==> config.mk <==
export PLATFORM = sky130hd
export DESIGN_NAME = stepper_step_dir_generator_core
export DESIGN_NICKNAME = d
export VERILOG_FILES = /design/src/rtl/stp_pkg.sv /design/src/rtl/stp_div.sv /design/src/rtl/stp_serial.sv /design/src/rtl/stepper_step_dir_generator_core.sv
export SDC_FILE = /design/constraint.sdc
export NUM_CORES = 1
export LEC_CHECK = 0
export BUFFER_PORTS_ARGS = -buffer_cell sky130_fd_sc_hd__buf_2
export CORE_MARGIN = 2
export CORE_UTILIZATION = 53
export DETAILED_ROUTE_END_ITERATION = 7
export GPL_TIMING_DRIVEN = 1
export PLACE_DENSITY_LB_ADDON = 0.08
export SLEW_MARGIN = 30
export SYNTH_ARGS = -nofsm -noshare
export SYNTH_HDL_FRONTEND = slang
export SYNTH_SLANG_ARGS = --single-unit
export TNS_END_PERCENT = 10
==> constraint.sdc <==
create_clock -name clk -period 5 [get_ports clk]
set_clock_uncertainty 0.15 [all_clocks]
set_input_delay 0.25 -clock clk [delete_from_list [all_inputs] [get_ports clk]]
set_output_delay 0.25 -clock clk [all_outputs]
set_load 0.05 [all_outputs]
==> src/rtl/stp_pkg.sv <==
// Shared types, constants and codes of the step/direction generator.
package stp_pkg;

  localparam int POS_W      = 32;
  localparam int DIGIT_W    = 4;
  localparam int N_DIGITS   = POS_W / DIGIT_W;
  localparam int DCNT_W     = $clog2(N_DIGITS);
  localparam int SPEED_W    = 20;
  localparam int DIV_CNT_W  = $clog2(SPEED_W);
  localparam int CFG_IDX_W  = 1;

  localparam logic [SPEED_W-1:0] MICROS_PER_SEC    = 20'd1000000;
  localparam logic [SPEED_W-1:0] DEFAULT_SPEED_RST = 20'd1000;

  // register indexes of the configuration port
  localparam logic [CFG_IDX_W-1:0] CFG_DEFAULT_SPEED     = 1'b0;
  localparam logic [CFG_IDX_W-1:0] CFG_ENABLE_ACTIVE_LOW = 1'b1;

  // direction codes
  localparam logic [1:0] DIR_NONE = 2'd0;
  localparam logic [1:0] DIR_POS  = 2'd1;
  localparam logic [1:0] DIR_NEG  = 2'd2;

  typedef enum logic [1:0] {
    MODE_MOVE   = 2'd0,
    MODE_TICK   = 2'd1,
    MODE_STOP   = 2'd2,
    MODE_SETPOS = 2'd3
  } stp_mode_t;

  typedef enum logic {
    PASS_TICK = 1'b0,
    PASS_MOVE = 1'b1
  } stp_pass_t;

  // control from the sequencer to the serial datapath
  typedef struct packed {
    logic      start;
    stp_pass_t kind;
    logic      load_pos;
    logic      load_tgt;
    logic      commit;
    logic      dir_neg;
  } stp_ctl_t;

  // flags from the serial datapath, valid in the last digit cycle
  typedef struct packed {
    logic last;
    logic eq_old;
    logic eq_new;
    logic ge;
    logic tgt_gt;
  } stp_flags_t;

endpackage

==> src/rtl/stp_div.sv <==
// Bit-serial restoring divider: 1000000 / divisor, one quotient bit a cycle.
module stp_div (
  input  logic                        clk,
  input  logic                        rst_n,
  input  logic                        start,
  input  logic [stp_pkg::SPEED_W-1:0] divisor,
  output logic                        valid,
  output logic [stp_pkg::SPEED_W-1:0] quotient
);

  localparam int W = stp_pkg::SPEED_W;

  logic [W-1:0]                  d_r;
  logic [W-1:0]                  rem_r;
  logic [W-1:0]                  q_r;
  logic [stp_pkg::DIV_CNT_W-1:0] cnt_r;
  logic                          busy_r;
  logic                          valid_r;

  logic [W:0]   trial;
  logic [W:0]   diff;
  logic         take;

  assign trial = {rem_r, stp_pkg::MICROS_PER_SEC[cnt_r]};
  assign diff  = trial - {1'b0, d_r};
  assign take  = (trial >= {1'b0, d_r});

  always_ff @(posedge clk) begin
    if (!rst_n) begin
      busy_r  <= 1'b0;
      valid_r <= 1'b0;
      cnt_r   <= '0;
    end else if (start) begin
      d_r     <= divisor;
      rem_r   <= '0;
      cnt_r   <= stp_pkg::DIV_CNT_W'(W - 1);
      busy_r  <= 1'b1;
      valid_r <= 1'b0;
    end else if (busy_r) begin
      rem_r <= take ? diff[W-1:0] : trial[W-1:0];
      q_r   <= {q_r[W-2:0], take};
      if (cnt_r == '0) begin
        busy_r  <= 1'b0;
        valid_r <= 1'b1;
      end else begin
        cnt_r <= cnt_r - 1'b1;
      end
    end
  end

  assign valid    = valid_r;
  assign quotient = q_r;

endmodule

==> src/rtl/stp_serial.sv <==
// Nibble-serial axis datapath: position, target and step time, compared and stepped a digit a cycle.
module stp_serial (
  input  logic                          clk,
  input  logic                          rst_n,
  input  stp_pkg::stp_ctl_t             ctl,
  input  logic [stp_pkg::POS_W-1:0]     load_val,
  input  logic [stp_pkg::POS_W-1:0]     now_val,
  input  logic [stp_pkg::SPEED_W-1:0]   ivl_val,
  output stp_pkg::stp_flags_t           flags,
  output logic [stp_pkg::POS_W-1:0]     position,
  output logic [stp_pkg::POS_W-1:0]     target
);

  localparam int PW = stp_pkg::POS_W;
  localparam int DW = stp_pkg::DIGIT_W;

  logic [PW-1:0] pos_r, tgt_r, last_r, now_r, ivl_r, pnew_r;
  logic [stp_pkg::DCNT_W-1:0] cnt_r;
  logic          busy_r;
  stp_pkg::stp_pass_t kind_r;
  logic          c_r, b1_r, b2_r, bm_r, eq_old_r, eq_new_r;

  logic [DW-1:0] p, t, n, l, iv, addend, pm, tm;
  logic [DW:0]   add, sub1, sub2, subm;
  logic          last;

  assign p  = pos_r[DW-1:0];
  assign t  = tgt_r[DW-1:0];
  assign n  = now_r[DW-1:0];
  assign l  = last_r[DW-1:0];
  assign iv = ivl_r[DW-1:0];
  assign last = busy_r && (cnt_r == stp_pkg::DCNT_W'(stp_pkg::N_DIGITS - 1));

  // step by one: add zero with carry in, or all ones for minus one
  assign addend = ctl.dir_neg ? {DW{1'b1}} : {DW{1'b0}};
  assign add  = {1'b0, p} + {1'b0, addend} + {{DW{1'b0}}, c_r};
  assign sub1 = {1'b0, n} - {1'b0, l} - {{DW{1'b0}}, b1_r};
  assign sub2 = {1'b0, sub1[DW-1:0]} - {1'b0, iv} - {{DW{1'b0}}, b2_r};

  // signed compare: flip the sign bits in the top digit, then unsigned borrow
  always_comb begin
    pm = p;
    tm = t;
    if (last) begin
      pm[DW-1] = ~p[DW-1];
      tm[DW-1] = ~t[DW-1];
    end
  end
  assign subm = {1'b0, pm} - {1'b0, tm} - {{DW{1'b0}}, bm_r};

  assign flags.last   = last;
  assign flags.eq_old = eq_old_r & (p == t);
  assign flags.eq_new = eq_new_r & (add[DW-1:0] == t);
  assign flags.ge     = ~sub2[DW];
  assign flags.tgt_gt = subm[DW];

  always_ff @(posedge clk) begin
    if (!rst_n) begin
      pos_r  <= '0;
      tgt_r  <= '0;
      last_r <= '0;
      busy_r <= 1'b0;
      cnt_r  <= '0;
      kind_r <= stp_pkg::PASS_TICK;
    end else if (ctl.start) begin
      now_r    <= now_val;
      ivl_r    <= {{(PW - stp_pkg::SPEED_W){1'b0}}, ivl_val};
      kind_r   <= ctl.kind;
      cnt_r    <= '0;
      busy_r   <= 1'b1;
      c_r      <= ~ctl.dir_neg;
      b1_r     <= 1'b0;
      b2_r     <= 1'b0;
      bm_r     <= 1'b0;
      eq_old_r <= 1'b1;
      eq_new_r <= 1'b1;
    end else if (busy_r) begin
      pos_r    <= {p, pos_r[PW-1:DW]};
      tgt_r    <= {t, tgt_r[PW-1:DW]};
      last_r   <= {l, last_r[PW-1:DW]};
      now_r    <= {n, now_r[PW-1:DW]};
      ivl_r    <= {iv, ivl_r[PW-1:DW]};
      pnew_r   <= {add[DW-1:0], pnew_r[PW-1:DW]};
      c_r      <= add[DW];
      b1_r     <= sub1[DW];
      b2_r     <= sub2[DW];
      bm_r     <= subm[DW];
      eq_old_r <= flags.eq_old;
      eq_new_r <= flags.eq_new;
      cnt_r    <= cnt_r + 1'b1;
      if (last) begin
        busy_r <= 1'b0;
        if (ctl.commit && kind_r == stp_pkg::PASS_TICK) begin
          pos_r  <= {add[DW-1:0], pnew_r[PW-1:DW]};
          last_r <= {n, now_r[PW-1:DW]};
        end
      end
    end else begin
      if (ctl.load_pos) pos_r <= load_val;
      if (ctl.load_tgt) tgt_r <= load_val;
    end
  end

  assign position = pos_r;
  assign target   = tgt_r;

endmodule

==> src/rtl/stepper_step_dir_generator_core.sv <==
// Top level of the constant-rate step/direction generator for one stepper axis.
//
// Input channel (in_valid/in_ready) takes one command item: move, time tick,
// stop or set position. Every item yields exactly one result item on the
// output channel (out_valid/out_ready) showing the axis state after it.
// Configuration (cfg_we/cfg_index/cfg_wdata) sets the default speed and the
// enable pin polarity; writes take effect at once, no read-back.
//
// Items are handled one at a time. Stop and set position go straight to the
// result register; a tick first runs the nibble-serial position / time
// compare, a move runs the serial position compare alongside the bit-serial
// divider for 1000000 / speed (one quotient bit a cycle) and waits for the quotient.
// in_ready is high whenever the sequencer is idle, also while a result still
// waits in the output register; if the receiver stalls, the next result waits
// in its final state until the output register is free.
// Reset (synchronous, rst_n low) clears position, target, direction, motion
// and enable, arms the first-step flag and loads the register defaults.
module stepper_step_dir_generator_core (
  input  logic                                 clk,
  input  logic                                 rst_n,
  input  logic                                 cfg_we,
  input  logic [stp_pkg::CFG_IDX_W-1:0]        cfg_index,
  input  logic [stp_pkg::SPEED_W-1:0]          cfg_wdata,
  input  logic                                 in_valid,
  output logic                                 in_ready,
  input  logic [1:0]                           in_mode,
  input  logic signed [stp_pkg::POS_W-1:0]     in_target_steps,
  input  logic [stp_pkg::SPEED_W-1:0]          in_speed_steps_per_sec,
  input  logic [stp_pkg::POS_W-1:0]            in_now_micros,
  output logic                                 out_valid,
  input  logic                                 out_ready,
  output logic                                 out_step_pulse,
  output logic                                 out_dir_level,
  output logic                                 out_enable_level,
  output logic signed [stp_pkg::POS_W-1:0]     out_position_steps,
  output logic signed [stp_pkg::POS_W-1:0]     out_target_position,
  output logic [1:0]                           out_direction_code,
  output logic                                 out_moving
);

  typedef enum logic [2:0] {
    ST_IDLE,
    ST_MSTART,
    ST_PASS,
    ST_DIV,
    ST_FIN
  } state_t;

  state_t                        state_r;
  stp_pkg::stp_mode_t            mode_r;
  stp_pkg::stp_mode_t            in_mode_e;
  logic [stp_pkg::SPEED_W-1:0]   default_speed_r;
  logic                          eal_r;
  logic [stp_pkg::SPEED_W-1:0]   spd_r;
  logic [1:0]                    direction_r;
  logic                          moving_r;
  logic [stp_pkg::SPEED_W-1:0]   interval_r;
  logic                          first_r;
  logic                          enabled_r;
  logic                          dir_pin_r;
  logic                          pulse_r;
  logic                          out_valid_r;

  logic                          accept;
  logic                          fire;
  logic [stp_pkg::SPEED_W-1:0]   divisor;
  logic                          div_valid;
  logic [stp_pkg::SPEED_W-1:0]   div_q;
  stp_pkg::stp_ctl_t             ctl;
  stp_pkg::stp_flags_t           flags;
  logic [stp_pkg::POS_W-1:0]     position;
  logic [stp_pkg::POS_W-1:0]     target;

  assign in_mode_e = stp_pkg::stp_mode_t'(in_mode);
  assign in_ready  = (state_r == ST_IDLE);
  assign accept    = in_valid && in_ready;

  // speed zero picks the default; a zero default counts as one
  always_comb begin
    if (spd_r != '0)
      divisor = spd_r;
    else if (default_speed_r != '0)
      divisor = default_speed_r;
    else
      divisor = stp_pkg::SPEED_W'(1);
  end

  // while moving, a tick fires on the first tick after a move or once the interval is up
  assign fire = moving_r && (first_r || flags.ge);

  always_comb begin
    ctl.start    = (accept && in_mode_e == stp_pkg::MODE_TICK) || (state_r == ST_MSTART);
    ctl.kind     = (state_r == ST_MSTART) ? stp_pkg::PASS_MOVE : stp_pkg::PASS_TICK;
    ctl.load_tgt = accept && (in_mode_e == stp_pkg::MODE_MOVE ||
                              in_mode_e == stp_pkg::MODE_SETPOS);
    ctl.load_pos = accept && (in_mode_e == stp_pkg::MODE_SETPOS);
    ctl.commit   = (state_r == ST_PASS) && (mode_r == stp_pkg::MODE_TICK) &&
                   flags.last && fire && !flags.eq_old;
    ctl.dir_neg  = (direction_r == stp_pkg::DIR_NEG);
  end

  stp_serial u_serial (
    .clk      (clk),
    .rst_n    (rst_n),
    .ctl      (ctl),
    .load_val (in_target_steps),
    .now_val  (in_now_micros),
    .ivl_val  (interval_r),
    .flags    (flags),
    .position (position),
    .target   (target)
  );

  stp_div u_div (
    .clk      (clk),
    .rst_n    (rst_n),
    .start    (state_r == ST_MSTART),
    .divisor  (divisor),
    .valid    (div_valid),
    .quotient (div_q)
  );

  always_ff @(posedge clk) begin
    if (!rst_n) begin
      state_r         <= ST_IDLE;
      mode_r          <= stp_pkg::MODE_MOVE;
      default_speed_r <= stp_pkg::DEFAULT_SPEED_RST;
      eal_r           <= 1'b1;
      direction_r     <= stp_pkg::DIR_NONE;
      moving_r        <= 1'b0;
      interval_r      <= '0;
      first_r         <= 1'b1;
      enabled_r       <= 1'b0;
      dir_pin_r       <= 1'b0;
      pulse_r         <= 1'b0;
      out_valid_r     <= 1'b0;
    end else begin
      if (cfg_we) begin
        case (cfg_index)
          stp_pkg::CFG_DEFAULT_SPEED:     default_speed_r <= cfg_wdata;
          stp_pkg::CFG_ENABLE_ACTIVE_LOW: eal_r           <= cfg_wdata[0];
          default: ;
        endcase
      end

      // in the final state a taken result is replaced by the next one
      if (out_valid_r && out_ready && state_r != ST_FIN) out_valid_r <= 1'b0;

      case (state_r)
        ST_IDLE: begin
          if (in_valid) begin
            mode_r  <= in_mode_e;
            pulse_r <= 1'b0;
            case (in_mode_e)
              stp_pkg::MODE_MOVE: begin
                spd_r   <= in_speed_steps_per_sec;
                state_r <= ST_MSTART;
              end
              stp_pkg::MODE_TICK: state_r <= ST_PASS;
              stp_pkg::MODE_STOP: begin
                moving_r    <= 1'b0;
                direction_r <= stp_pkg::DIR_NONE;
                enabled_r   <= 1'b0;
                state_r     <= ST_FIN;
              end
              default: state_r <= ST_FIN;
            endcase
          end
        end

        ST_MSTART: state_r <= ST_PASS;

        ST_PASS: begin
          if (flags.last) begin
            if (mode_r == stp_pkg::MODE_MOVE) begin
              if (flags.eq_old) begin
                // move to where the axis already is: halt and disable
                moving_r    <= 1'b0;
                direction_r <= stp_pkg::DIR_NONE;
                enabled_r   <= 1'b0;
                state_r     <= ST_FIN;
              end else begin
                direction_r <= flags.tgt_gt ? stp_pkg::DIR_POS : stp_pkg::DIR_NEG;
                dir_pin_r   <= flags.tgt_gt;
                first_r     <= 1'b1;
                moving_r    <= 1'b1;
                enabled_r   <= 1'b1;
                state_r     <= ST_DIV;
              end
            end else begin
              if (fire) begin
                if (flags.eq_old || flags.eq_new) begin
                  moving_r    <= 1'b0;
                  direction_r <= stp_pkg::DIR_NONE;
                  enabled_r   <= 1'b0;
                end
                if (!flags.eq_old) begin
                  pulse_r <= 1'b1;
                  first_r <= 1'b0;
                end
              end
              state_r <= ST_FIN;
            end
          end
        end

        ST_DIV: begin
          if (div_valid) begin
            interval_r <= div_q;
            state_r    <= ST_FIN;
          end
        end

        ST_FIN: begin
          if (!out_valid_r || out_ready) begin
            out_step_pulse      <= pulse_r;
            out_dir_level       <= dir_pin_r;
            out_enable_level    <= enabled_r ^ eal_r;
            out_position_steps  <= position;
            out_target_position <= target;
            out_direction_code  <= direction_r;
            out_moving          <= moving_r;
            out_valid_r         <= 1'b1;
            state_r             <= ST_IDLE;
          end
        end

        default: state_r <= ST_IDLE;
      endcase
    end
  end

  assign out_valid = out_valid_r;

endmodule

-- After elaboration in Yosys (flattened, before gate mapping)
Memories as Yosys holds them, arrays and structs flattened.
Cells that the tools add are included.
- register bits after elaboration: 413
- bits in read-only memories: 32
- bits of input ports: 112
- output and inout bits: 72
- word-level logic and storage cells: 224
- memories kept: 1
- add/subtract/negate cells: 11
- $lt $le $gt $ge: 2
- eq/ne operators: 24
- mux-type cells: 74
- bitwise operators: 14
- reductions and logical operators: 56
- memory list (name ; words ; width ; read ports ; clocked after Yosys merged registers in ; write ports ; RTL line ; text):
    (no name shown) ; 32 ; 1 ; 1 ; 0 ; 0 ; stp_div.sv:24 ; assign trial = {rem_r, stp_pkg::MICROS_PER_SEC[cnt_r]};
- operator list (operator ; count):
    $mux 32 ; 11
    $mux 20 ; 5
    $reduce_bool 20->1 ; 2
    $mux 1 ; 35
    $reduce_and 2->1 ; 13
    $ge 21x20->1 ; 1
    $sub 20x20->20 ; 1
    $mux 3 ; 6
    $mux 2 ; 8
    $reduce_and 4->1 ; 4
    $mux 5 ; 3
    $pmux 3 s5 ; 1
    $sub 4x4->5 ; 3
    $sub 5x1->5 ; 3
    $logic_and 1x1->1 ; 13
    $reduce_and 6->1 ; 2
    $reduce_bool 2->1 ; 6
    $not 1->1 ; 11
    $ne 2x2->1 const B ; 5
    $reduce_and 3->1 ; 3
    $eq 4x4->1 ; 2
    $ne 2x1->1 const B ; 4
    $eq 2x2->1 const B ; 3
    $eq 3x2->1 const B ; 2
    23 further kinds ; 34

-- Depth between registers and ports, before layout
Gate-level depths: netlist (run 1).
- depth after elaboration: 13
- mapped depth: 19
- mapped depth without buffers: 16

-- By module
From an unflattened synthesis (run 1), not the netlist that was laid out.
- cell total of the unflattened synthesis: 1481
- area, all modules: 18013.5 um^2
- by module, submodules not included (module ; instances ; cells an instance ; area an instance (um^2) ; sequential area each (um^2)):
    stp_serial ; 1 ; 765 ; 9241.4 ; 4964.8
    stepper_step_dir_generator_core ; 1 ; 405 ; 5226.3 ; 3763.6
    stp_div ; 1 ; 311 ; 3545.9 ; 1941.9

-- Worst setup path after synthesis (run 1)
Ideal clock, no wire load.
- path type: register -> register
- from: reg state_r[0]
- to: reg u_serial.b1_r, enable pin
- library setup time: 0.499 ns
- arrival: 4.121 ns
- data required time: 4.351 ns
- path slack: 0.230 ns
- stages on the path, launching flop included: 7
- buffers on the path: 2
- period minus slack after synthesis: 4.770 ns
- cell sequence: dfxtp_1 clkbuf_1 a21oi_1 nor3_1 clkbuf_1 nor2_1 nor2_1
- word-level cells in the longest chain between the ends: 6
- elaborated cells between the ends (all ways): 7
- classes of those cells: 1 x eq/ne; 6 x reduce/logical
- ends and longest elaborated chain (element ; RTL line ; text):
    start, declared ; stepper_step_dir_generator_core.sv:49 ; state_t state_r;
    start signal, assigned ; stepper_step_dir_generator_core.sv:125 ; state_r <= ST_IDLE;
    start signal, assigned ; stepper_step_dir_generator_core.sv:157 ; state_r <= ST_MSTART;
    start signal, assigned ; stepper_step_dir_generator_core.sv:159 ; stp_pkg::MODE_TICK: state_r <= ST_PASS;
    $logic_not 3->1 ; stepper_step_dir_generator_core.sv:75 ; assign in_ready = (state_r == ST_IDLE);
    $logic_and 1x1->1 ; stepper_step_dir_generator_core.sv:76 ; assign accept = in_valid && in_ready;
    $logic_and 1x1->1 ; stepper_step_dir_generator_core.sv:92 ; ctl.start = (accept && in_mode_e == stp_pkg::MODE_TICK) || (state_r == ST_MSTART);
    $logic_or 1x1->1 * ; stepper_step_dir_generator_core.sv:92 ;
    $reduce_bool 2->1 (no source line) * ; n/a ;
    $reduce_and 2->1 (no source line) * ; n/a ;
    end signal, assigned ; stp_serial.sv:85 ; b1_r <= sub1[DW];
    end, declared ; stp_serial.sv:21 ; logic c_r, b1_r, b2_r, bm_r, eq_old_r, eq_new_r;
Every way passes the cells marked *; elsewhere a longest branch is shown, timed or not.
A chain may end at the register's enable or synchronous reset.

-- Final worst setup path (run 1)
- from: reg u_serial.now_r[0]
- to: reg u_serial.pos_r[7], in the netlist u_serial.position[7]
- word-level cells in the longest chain between the ends: 13
- ends and longest elaborated chain (element ; RTL line ; text):
    start, declared ; stp_serial.sv:17 ; logic [PW-1:0] pos_r, tgt_r, last_r, now_r, ivl_r, pnew_r;
    start signal, assigned ; stp_serial.sv:66 ; now_r <= now_val;
    start signal, assigned ; stp_serial.sv:81 ; now_r <= {n, now_r[PW-1:DW]};
    $sub 4x4->5 ; stp_serial.sv:37 ; assign sub1 = {1'b0, n} - {1'b0, l} - {{DW{1'b0}}, b1_r};
    $sub 5x1->5 ; stp_serial.sv:37 ;
    $sub 4x4->5 ; stp_serial.sv:38 ; assign sub2 = {1'b0, sub1[DW-1:0]} - {1'b0, iv} - {{DW{1'b0}}, b2_r};
    $sub 5x1->5 ; stp_serial.sv:38 ;
    $not 1->1 ; stp_serial.sv:54 ; assign flags.ge = ~sub2[DW];
    $logic_or 1x1->1 ; stepper_step_dir_generator_core.sv:89 ; assign fire = moving_r && (first_r || flags.ge);
    $logic_and 1x1->1 ; stepper_step_dir_generator_core.sv:89 ;
    $logic_and 1x1->1 (2 in series) ; stepper_step_dir_generator_core.sv:98 ; flags.last && fire && !flags.eq_old;
    $logic_and 1x1->1 ; stp_serial.sv:93 ; if (ctl.commit && kind_r == stp_pkg::PASS_TICK) begin
    $mux 32 ; stp_serial.sv:93 ;
    $mux 32 ; stp_serial.sv:91 ; if (last) begin
    $mux 32 ; stp_serial.sv:77 ; end else if (busy_r) begin
    end signal, assigned ; stp_serial.sv:78 ; pos_r <= {p, pos_r[PW-1:DW]};
    end signal, assigned ; stp_serial.sv:94 ; pos_r <= {add[DW-1:0], pnew_r[PW-1:DW]};
    end signal, assigned ; stp_serial.sv:99 ; if (ctl.load_pos) pos_r <= load_val;
    end, declared ; stp_serial.sv:17 ;
No other way between the ends.

==> flow_summary_export.csv, run 1 <==
group,metric,value,unit
status,outcome,"complete, no violations",
power,internal_power,6.15,mW
clock_tree,post_cts_buffers,0,
drt,drt-vias-per-instance,5.45,
synth,ys.flop_type,"edfxtp_1",
clock_tree,cts_resized,0,
place,place_ws,0.862,ns
critical_path,worst_setup_path_start_kind,"flop",
power,power_density,384,mW/mm2
global_routing,grt_pass1_wl,66.4,mm
critical_path,end_kind,"flop",
power,power,8.26,mW
global_routing,grt_overflow,0,
sta,max_clock_freq,242,MHz
final_layout,fillCellCount,2606,
drt,ant_nets,0,
final_layout,nets,2022,
power,leakagePower,8.46,nW
clock_tree,insertion_delay,0.55,ns
flow_run,cap_violations,0,
clock_tree,clkSinkCount,409,
synth,async_flop_share,0,%
place,hpwl,26.8,mm
global_routing,grt_pass1_vias,12400,
clock_tree,ctsLongestPathBuffers,3,
sta,tightest_slew,0.983,ns
critical_path,cp_max_fo,19,
global_routing,antenna_found_initial,3,
synth,synth_warnings,0,
floorplan,start_util,54.1,%
final_layout,area_growth,21.6,%
place,numPortBuffers,183,
sta,slew_headroom,34.4,%
hold_path,worstHoldPathType,"primary input to flop",
synth,yosys-top-cells-area,"edfxtp_1 42%, dfxtp_1 18%, mux2i_1 6.4%, nand2_1 5.7%, ha_1 3.5%",
place,place_inst,2139,
power,power.switching,2.10,mW
floorplan,row_count,66,
sta,slew_violations,0,
drt,vias,12700,
synth,yosysTopAreaCell,"edfxtp_1",
power,p_comb_share,12.9,%
floorplan,die-area,0.0349,mm2
synth,syn_nets,1754,
synth,synth_cell_type_count,64,
floorplan,fp.dieH,187,um
synth,yosysSeqAreaShare,60.3,%
place,place_congestion,0.859,
final_layout,fin_cells,2334,
global_routing,grt_usage,23.5,%
drt,wirelength,41.7,mm
sta,setup_tns,0,ns
floorplan,die_w,187,um
drt,drtPass1Iterations,5,
power,vdd_drop_max,0.000317,V
critical_path,crit_arrival,4.42,ns
drt,drc,0,
drt,routedWlPerCell,17.9,um
critical_path,critPathKind,"flop to flop",
clock_tree,cts_tree,"done",
power,p_seq_share,48.6,%
critical_path,worstPathRequired,5.29,ns
synth,synth_edf_count,248,
sta,rsz0062_at_grt,"no",
sta,hold_viol_final,0,
sta,fin_ws,0.870,ns
synth,ys_seq_elements,409,
sta,fin_hold_ws,0.0303,ns
clock_tree,root_buffer,"clkbuf_16",
floorplan,ios,184,
synth,netlist_instances,1588,
sta,setup_viol,0,
clock_tree,cts_buffers,42,
global_routing,grt_max_degree,79,
clock_tree,htreeDepth,2,
sta,fin_crit,4.13,ns
synth,avgSynthCellArea,11.1,um2
final_layout,layout-drive-gt1-share,15.1,%
clock_tree,postCtsHoldBufs,115,
synth,synth_area,0.0177,mm2
power,clkPwrFrac,38.4,%
power,p_sw_share,25.5,%
clock_tree,path_clk_slew,0.06,ns
synth,netlist.area_leader.share,42.1,%
sta,layout_worst_path_cycle_share,82.6,%
floorplan,core_area,0.0327,mm2
drt,drtIter0Drc,871,
## synth_stat cells (all sizes together) (4+ instances only)
cell	n
a21oi	102
nor3	8
nand2	267
inv	57
nand3b	4
nand3	18
nand4	9
a21o	57
nor2	138
mux2i	113
nand2b	10
o21ai	54
fa	5
a31oi	7
o211ai	4
a211oi	67
clkbuf	71
nor2b	6
and2	16
nor4	19
xnor2	22
ha	49
edfxtp	248
xor2	11
o21a	4
buf	21
dfxtp	161
## power by group through the flow
| stage | sequential [mW] | combinational (mW) | clock, mW |
|---|---|---|---|
| 2_1_floorplan | 4.08 | 0.684 | 0 |
| 3_3_place_gp | 4.08 | 0.972 | 0 |
| 3_5_place_dp | 4.08 | 0.994 | 0 |
| 6_report | 4.01 | 1.07 | 3.17 |
| 5_1_grt | 4.04 | 1.19 | 3.37 |
| 4_1_cts | 4.01 | 1.07 | 3.23 |
## kinds of logic after synthesis
group,Yosys count,share of synthesized area [%]
buffers and inverters,149,3.63
flip-flops,409,60.3
XOR/XNOR,33,1.68
AND/OR/NAND/NOR,508,12.3
multiplexers,114,6.46
AO/OA/AOI/OAI,321,11.6
adder cells (fa/ha/maj),54,4.03
## area by class of cell
type / instances / area [um2] / area share, %
tap: 442 / 553 / 2.57
timing repair buffer: 316 / 2220 / 10.3
antenna: 2 / 5.00 / 0.0233
clock buffer: 66 / 1210 / 5.63
multi-input combinational: 1030 / 6440 / 29.9
inverter: 57 / 216 / 1.01
clock inverter: 12 / 199 / 0.925
sequential: 409 / 10700 / 49.6
## cells in the final DEF, fill, tap and decap left out, types with 5 or more instances in the layout
cell and instances:
nor2_1 131, a31oi_1 7, buf_4 16, a21oi_1 102, nand2_1 267, xor2_1 10
clkbuf_8 7, dfxtp_1 160, nand2b_1 9, a211oi_1 67, clkbuf_16 42, clkbuf_1 17
mux2i_1 113, dlygate4sd3_1 115, a21o_1 57, edfxtp_1 248, o21ai_0 52, nor2b_1 5
fa_1 5, inv_1 56, buf_2 183, nand3_1 18, nor3_1 7, nor4_1 17
ha_1 49, xnor2_1 22, nand4_1 9, and2_1 14
## per-layer routing
metal,track usage (%),vias up,part of all wire (%)
li1,-,6207,-
met1,32.3,6098,45
met2,38.9,346,48
met3,3.67,71,5.1
met4,6.56,0,2.2
met5,0,-,0
## metrics by stage
step / utilization [%] / instance area, um2
2_1_floorplan: - / 17700
3_3_place_gp: 57.9 / 18900
3_5_place_dp: 57.9 / 18900
4_1_cts: 65.8 / 21500
5_1_grt: 65.8 / 21500
6_report: 65.8 / 21500
## state kept, by name, indices dropped and copies added (netlist names), 5 cells and up
signal and count:
default_speed_r 20, interval_r 20, out_position_steps 32, out_target_position 32, spd_r 20, u_div.cnt_r 5, u_div.d_r 20, u_div.quotient 20
u_div.rem_r 20, u_serial.ivl_r 32, u_serial.last_r 32, u_serial.now_r 32, u_serial.pnew_r 28, u_serial.position 32, u_serial.target 32
## path summary, 6_finish.rpt
path                          start               endpoint  slack, ns  cells past startpoint
hold reg to reg             pulse_r         out_step_pulse       0.29                      0
setup reg to reg  u_serial.now_r[0]   u_serial.position[7]       0.87                     16
setup / recovery  u_serial.now_r[0]   u_serial.position[7]       0.87                     16
hold / removal                rst_n  u_serial.position[29]       0.03                      3
## worst max-delay path, stage by stage, from the launching register on
cell and delay (ns):
edfxtp_1 0.43, fa_1 0.56, inv_1 0.05, ha_1 0.18
o21ai_0 0.17, nand3b_1 0.12, xnor2_1 0.14, ha_1 0.27
inv_1 0.04, ha_1 0.28, a21oi_1 0.16, xnor2_1 0.22
o2111a_4 0.49, buf_4 0.28, mux2i_1 0.20, a21oi_1 0.09
a21o_1 0.20
(Power assumes the default switching activity.)
==> run 2: changes to the inputs <==
==> constraint.sdc (replaced) <==
create_clock -name clk -period 3.5 [get_ports clk]
set_clock_uncertainty 0.15 [all_clocks]
set_input_delay 0.175 -clock clk [delete_from_list [all_inputs] [get_ports clk]]
set_output_delay 0.175 -clock clk [all_outputs]
set_load 0.05 [all_outputs]
==> flow_summary_export.csv, run 2 (synthesized netlist as in run 1, its figures left out) <==
group,metric,value,unit
final_layout,seqCellArea,0.0107,mm2
sta,max_clock_freq,268,MHz
final_layout,final_common_cell,"nand2_1",
drt,drtIter0Drc,947,
sta,slew_violations,0,
power,leakagePower,8.69,nW
clock_tree,ctsLongestPathBuffers,3,
critical_path,cp_max_fo,9,
floorplan,ios,184,
final_layout,area_growth,24.3,%
sta,tightest_slew,0.876,ns
global_routing,grt_max_degree,71,
clock_tree,clkSinkCount,409,
clock_tree,htreeDepth,2,
floorplan,start_util,54.1,%
final_layout,final_cell_mix,"267 x nand2_1, 248 x edfxtp_1, 183 x buf_2",
critical_path,crit_chain,"fa_1, ha_1, xor2_1, a21o_1, ha_1, nand2_1, nand3b_1, a21oi_4, xnor2_2, o2111a_4, buf_4, clkbuf_16, mux2i_1, a211oi_1",
floorplan,die-area,0.0349,mm2
global_routing,grt_pass1_vias,12700,
critical_path,worstPathRequired,3.79,ns
global_routing,grt_usage,24.0,%
final_layout,fin_area,0.0220,mm2
hold_path,worstHoldPathType,"primary input to flop",
drt,drt-vias-per-instance,5.40,
drt,drtPass1Iterations,5,
clock_tree,root_buffer,"clkbuf_16",
global_routing,antenna_found_initial,2,
floorplan,die_w,187,um
final_layout,layout-drive-gt1-share,17.2,%
drt,vias,12800,
sta,fin_ws,-0.232,ns
floorplan,fp.dieH,187,um
global_routing,grt_pass1_wl,67.7,mm
sta,layout_worst_path_cycle_share,107,%
critical_path,worst_setup_path_start_kind,"flop",
sta,setup_viol,67,
sta,fin_crit,3.73,ns
final_layout,fin_util,67.3,%
place,place_ws,-0.401,ns
drt,wirelength,42.7,mm
final_layout,nets,2060,
critical_path,cpMostUsedCell,"ha_1",
sta,slew_headroom,41.0,%
global_routing,grt_overflow,0,
critical_path,max_stage_delay,0.53,ns
final_layout,multi_input_area,0.00651,mm2
drt,routedWlPerCell,18.0,um
drt,drc,0,
drt,ant_nets,0,
sta,rsz0062_at_grt,"yes",
clock_tree,insertion_delay,0.53,ns
critical_path,end_kind,"flop",
critical_path,crit_arrival,4.02,ns
sta,hold_viol_final,0,
status,violations,"setup timing",
place,postPlaceCellArea,0.0192,mm2
flow_run,cap_violations,0,
place,numPortBuffers,183,
floorplan,core_area,0.0327,mm2
final_layout,fillCellCount,2432,
power,power_density,537,mW/mm2
clock_tree,path_clk_slew,0.06,ns
floorplan,row_count,66,
critical_path,critPathKind,"flop to flop",
critical_path,slowest_stage,"fa_1",
clock_tree,cts_buffers,42,
place,hpwl,27.3,mm
status,outcome,"complete, but fails checks",
place,place_congestion,0.856,
clock_tree,cts_tree,"done",
power,vdd_drop_max,0.000378,V
run 2: cell count changes in the layout (fill, tap and decap cells not counted), moves of 4 or more:
cell | previous run | this run
a211oi_1 | 67 | 63
a211oi_2 | 0 | 4
buf_12 | 1 | 6
buf_4 | 16 | 41
run 2: final cells by class:
cell class | instances | share of cell area (%)
diodes | 3 | 0.0341
clock buffers | 66 | 5.56
flip-flops and latches | 409 | 48.5
well taps | 442 | 2.51
clock inverters | 11 | 0.597
multi-input cells | 1030 | 29.6
inverters | 57 | 0.984
repair buffers | 354 | 12.2
run 2: power breakdown:
part	switching [mW]	internal, mW	leakage, nW	total (mW)
clock	1.80	2.62	0.661	4.42
combinational	0.977	0.676	4.44	1.65
sequential	0.245	5.49	3.59	5.73
run 2: worst paths after layout:
check             depth (start not counted)  slack (ns)         startpoint                  end
setup / recovery                         14       -0.23  u_serial.now_r[0]  u_serial.last_r[16]
setup reg to reg                         14       -0.23  u_serial.now_r[0]  u_serial.last_r[16]
hold / removal                            4        0.07             cfg_we  default_speed_r[11]
hold reg to reg                           0        0.29          dir_pin_r        out_dir_level
run 2: per-layer routing:
layer	global-route usage, %	share of wire, %
met2	39.2	47
met3	3.27	4.3
met1	33.2	46
met5	0	0
met4	7.81	3.0
run 2: metrics by stage:
step	std cells	total power [mW]	hold slack (ns)	TNS [ns]
CTS	2364	11.9	0.0199	-10.12
detailed placement	2165	7.29	0.203	-21.37
global placement	2165	7.26	0.204	-15.75
floorplan	1588	6.80	0.124	-3.01
global route	2370	12.3	0.0996	-20.90
finish	2372	11.8	0.0726	-12.08
run 2: timing repair:
item	4_1_cts	5_1_grt
pin swaps	30	17
endpoints found under the hold margin	143	4
gates cloned	2	3
resized for setup	12	13
setup endpoints to repair	68	77
setup buffers	4	1
hold buffers	116	1
run 2: worst max-delay path, delay by kind of cell (launching register included):
kind,cells,cell delay (ns)
compound gates,4,0.98
xor+xnor,2,0.26
fa+ha+maj,3,1.13
buf+inv,2,0.38
flops,1,0.42
mux,1,0.12
simple gates,2,0.21
==> run 3: changes to the inputs <==
--- a/config.mk
+++ b/config.mk
@@ -6,8 +6,9 @@
 export NUM_CORES = 1
 export LEC_CHECK = 0
 export BUFFER_PORTS_ARGS = -buffer_cell sky130_fd_sc_hd__buf_2
+export CAP_MARGIN = 10
 export CORE_MARGIN = 2
-export CORE_UTILIZATION = 53
+export CORE_UTILIZATION = 60
 export DETAILED_ROUTE_END_ITERATION = 7
 export GPL_TIMING_DRIVEN = 1
 export PLACE_DENSITY_LB_ADDON = 0.08
==> constraint.sdc (replaced) <==
create_clock -name clk -period 4.6 [get_ports clk]
set_clock_uncertainty 0.15 [all_clocks]
set_input_delay 0.23 -clock clk [delete_from_list [all_inputs] [get_ports clk]]
set_output_delay 0.23 -clock clk [all_outputs]
set_load 0.05 [all_outputs]
==> flow_summary_export.csv, run 3 (synthesized netlist as in run 1, its figures left out) <==
group,metric,value,unit
status,outcome,"complete, no violations",
sta,max_clock_freq,236,MHz
global_routing,grt_max_degree,92,
floorplan,ios,184,
sta,setup_viol,0,
floorplan,row_count,62,
floorplan,start_util,61.3,%
critical_path,worst_setup_path_start_kind,"flop",
drt,ant_nets,0,
final_layout,layout-drive-gt1-share,15.3,%
sta,tightest_slew,0.935,ns
global_routing,grt_usage,27.7,%
drt,wirelength,43.0,mm
critical_path,r2r-end,"u_serial.position[2]",
drt,drc,0,
critical_path,critPathKind,"flop to flop",
final_layout,area_growth,21.0,%
floorplan,core_area,0.0289,mm2
critical_path,reg2reg_depth,16,
place,hpwl,26.4,mm
clock_tree,cts_tree,"done",
final_layout,fin_cells,2277,
final_layout,multi_input_area,0.00643,mm2
critical_path,end_kind,"flop",
floorplan,fp.dieH,176,um
drt,vias,13100,
sta,slew_violations,0,
clock_tree,path_clk_slew,0.06,ns
power,leakagePower,8.46,nW
final_layout,seqCellArea,0.0107,mm2
critical_path,worstPathRequired,4.89,ns
hold_path,min_from,"cfg_index",
drt,drt-vias-per-instance,5.74,
global_routing,grt_pass1_wl,67.5,mm
critical_path,crit_arrival,4.52,ns
clock_tree,ctsLongestPathBuffers,3,
place,place_inst,2081,
place,place_congestion,0.893,
clock_tree,cts_buffers,42,
clock_tree,htreeDepth,2,
sta,layout_worst_path_cycle_share,92.0,%
place,place_ws,0.453,ns
power,power_density,414,mW/mm2
power,power,8.85,mW
floorplan,die_w,176,um
drt,drtIter0Drc,1094,
final_layout,final_common_cell,"nand2_1",
clock_tree,insertion_delay,0.54,ns
global_routing,grt_overflow,0,
sta,setup_tns,0,ns
floorplan,die-area,0.0309,mm2
sta,fin_ws,0.367,ns
flow_run,cap_violations,0,
global_routing,grt_pass1_vias,12700,
sta,hold_viol_final,0,
drt,drtPass1Iterations,8,
final_layout,fin_util,74.2,%
final_layout,fillCellCount,1959,
hold_path,worstHoldPathType,"primary input to flop",
sta,slew_headroom,37.7,%
critical_path,r2r_start,"u_serial.now_r[0]",
critical_path,cp_max_fo,20,
final_layout,final_cell_mix,"267 x nand2_1, 248 x edfxtp_1, 183 x buf_2",
critical_path,regToRegSetupSlack,0.37,ns
sta,rsz0062_at_grt,"no",
clock_tree,cts_resized,0,
global_routing,antenna_found_initial,1,
hold_path,hold_path_end,"default_speed_r[11]",
clock_tree,root_buffer,"clkbuf_16",
clock_tree,clkSinkCount,409,
drt,routedWlPerCell,18.9,um
power,vdd_drop_max,0.000374,V
place,numPortBuffers,183,
hold_path,whs_path_depth,4,
final_layout,nets,2024,
sta,fin_crit,4.23,ns
[run 3: area by class of cell]
class	count	share of cell area, %
Multi-Input combinational cell	1030	30.0
Sequential cell	409	49.9
Timing Repair Buffer	318	10.6
Inverter	57	1.01
Clock buffer	60	5.51
Tap cell	384	2.24
Antenna cell	1	0.0117
Clock inverter	18	0.766
[run 3: metrics by stage]
step	instance area (um2)	hold slack (ns)
global placement	18900	0.257
floorplan	17700	0.179
detailed placement	18900	0.262
CTS	21400	0.0883
global route	21400	0.0248
finish	21400	0.0136
[run 3: per-layer routing]
layer	share of wire [%]	wire, um	vias to the layer above	track usage [%]
li1	-	-	6205	-
met1	42	18000	6316	36.7
met2	48	20800	435	46.0
met3	6.0	2570	125	4.59
met4	3.7	1600	0	10.5
met5	0	0	-	0
[run 3: worst max path at each step]
stage,cells past startpoint,startpoint,to
2_1_floorplan,5,state_r[0],out_dir_level
3_3_place_gp,15,u_serial.now_r[0],u_serial.last_r[18]
3_5_place_dp,16,u_serial.now_r[0],u_serial.position[2]
4_1_cts,16,u_serial.now_r[0],u_serial.position[2]
5_1_grt,16,u_serial.now_r[0],u_serial.position[4]
6_report,16,u_serial.now_r[0],u_serial.position[2]
[run 3: critical path: stages (launching register included)]
cell      delay [ns]
edfxtp_1        0.43
fa_1            0.55
inv_1           0.05
ha_1            0.19
o21ai_0         0.23
nand3b_1        0.13
xnor2_1         0.14
ha_1            0.28
inv_1           0.04
ha_1            0.28
a21oi_1         0.16
xnor2_1         0.20
o2111a_4        0.53
buf_12          0.22
mux2i_1         0.24
a21oi_1         0.10
a21o_1          0.19
[run 3: repair_timing]
item,in CTS,in global routing
buffers inserted,0,0
hold buffers,116,0
hold endpoints to repair,136,0
[run 3: power breakdown]
group	total, mW	leakage [nW]	internal, mW	switching, mW
clock network	3.30	0.671	1.91	1.39
registers	4.36	3.59	4.17	0.181
logic	1.20	4.20	0.464	0.733
total	8.85	8.46	6.55	2.30
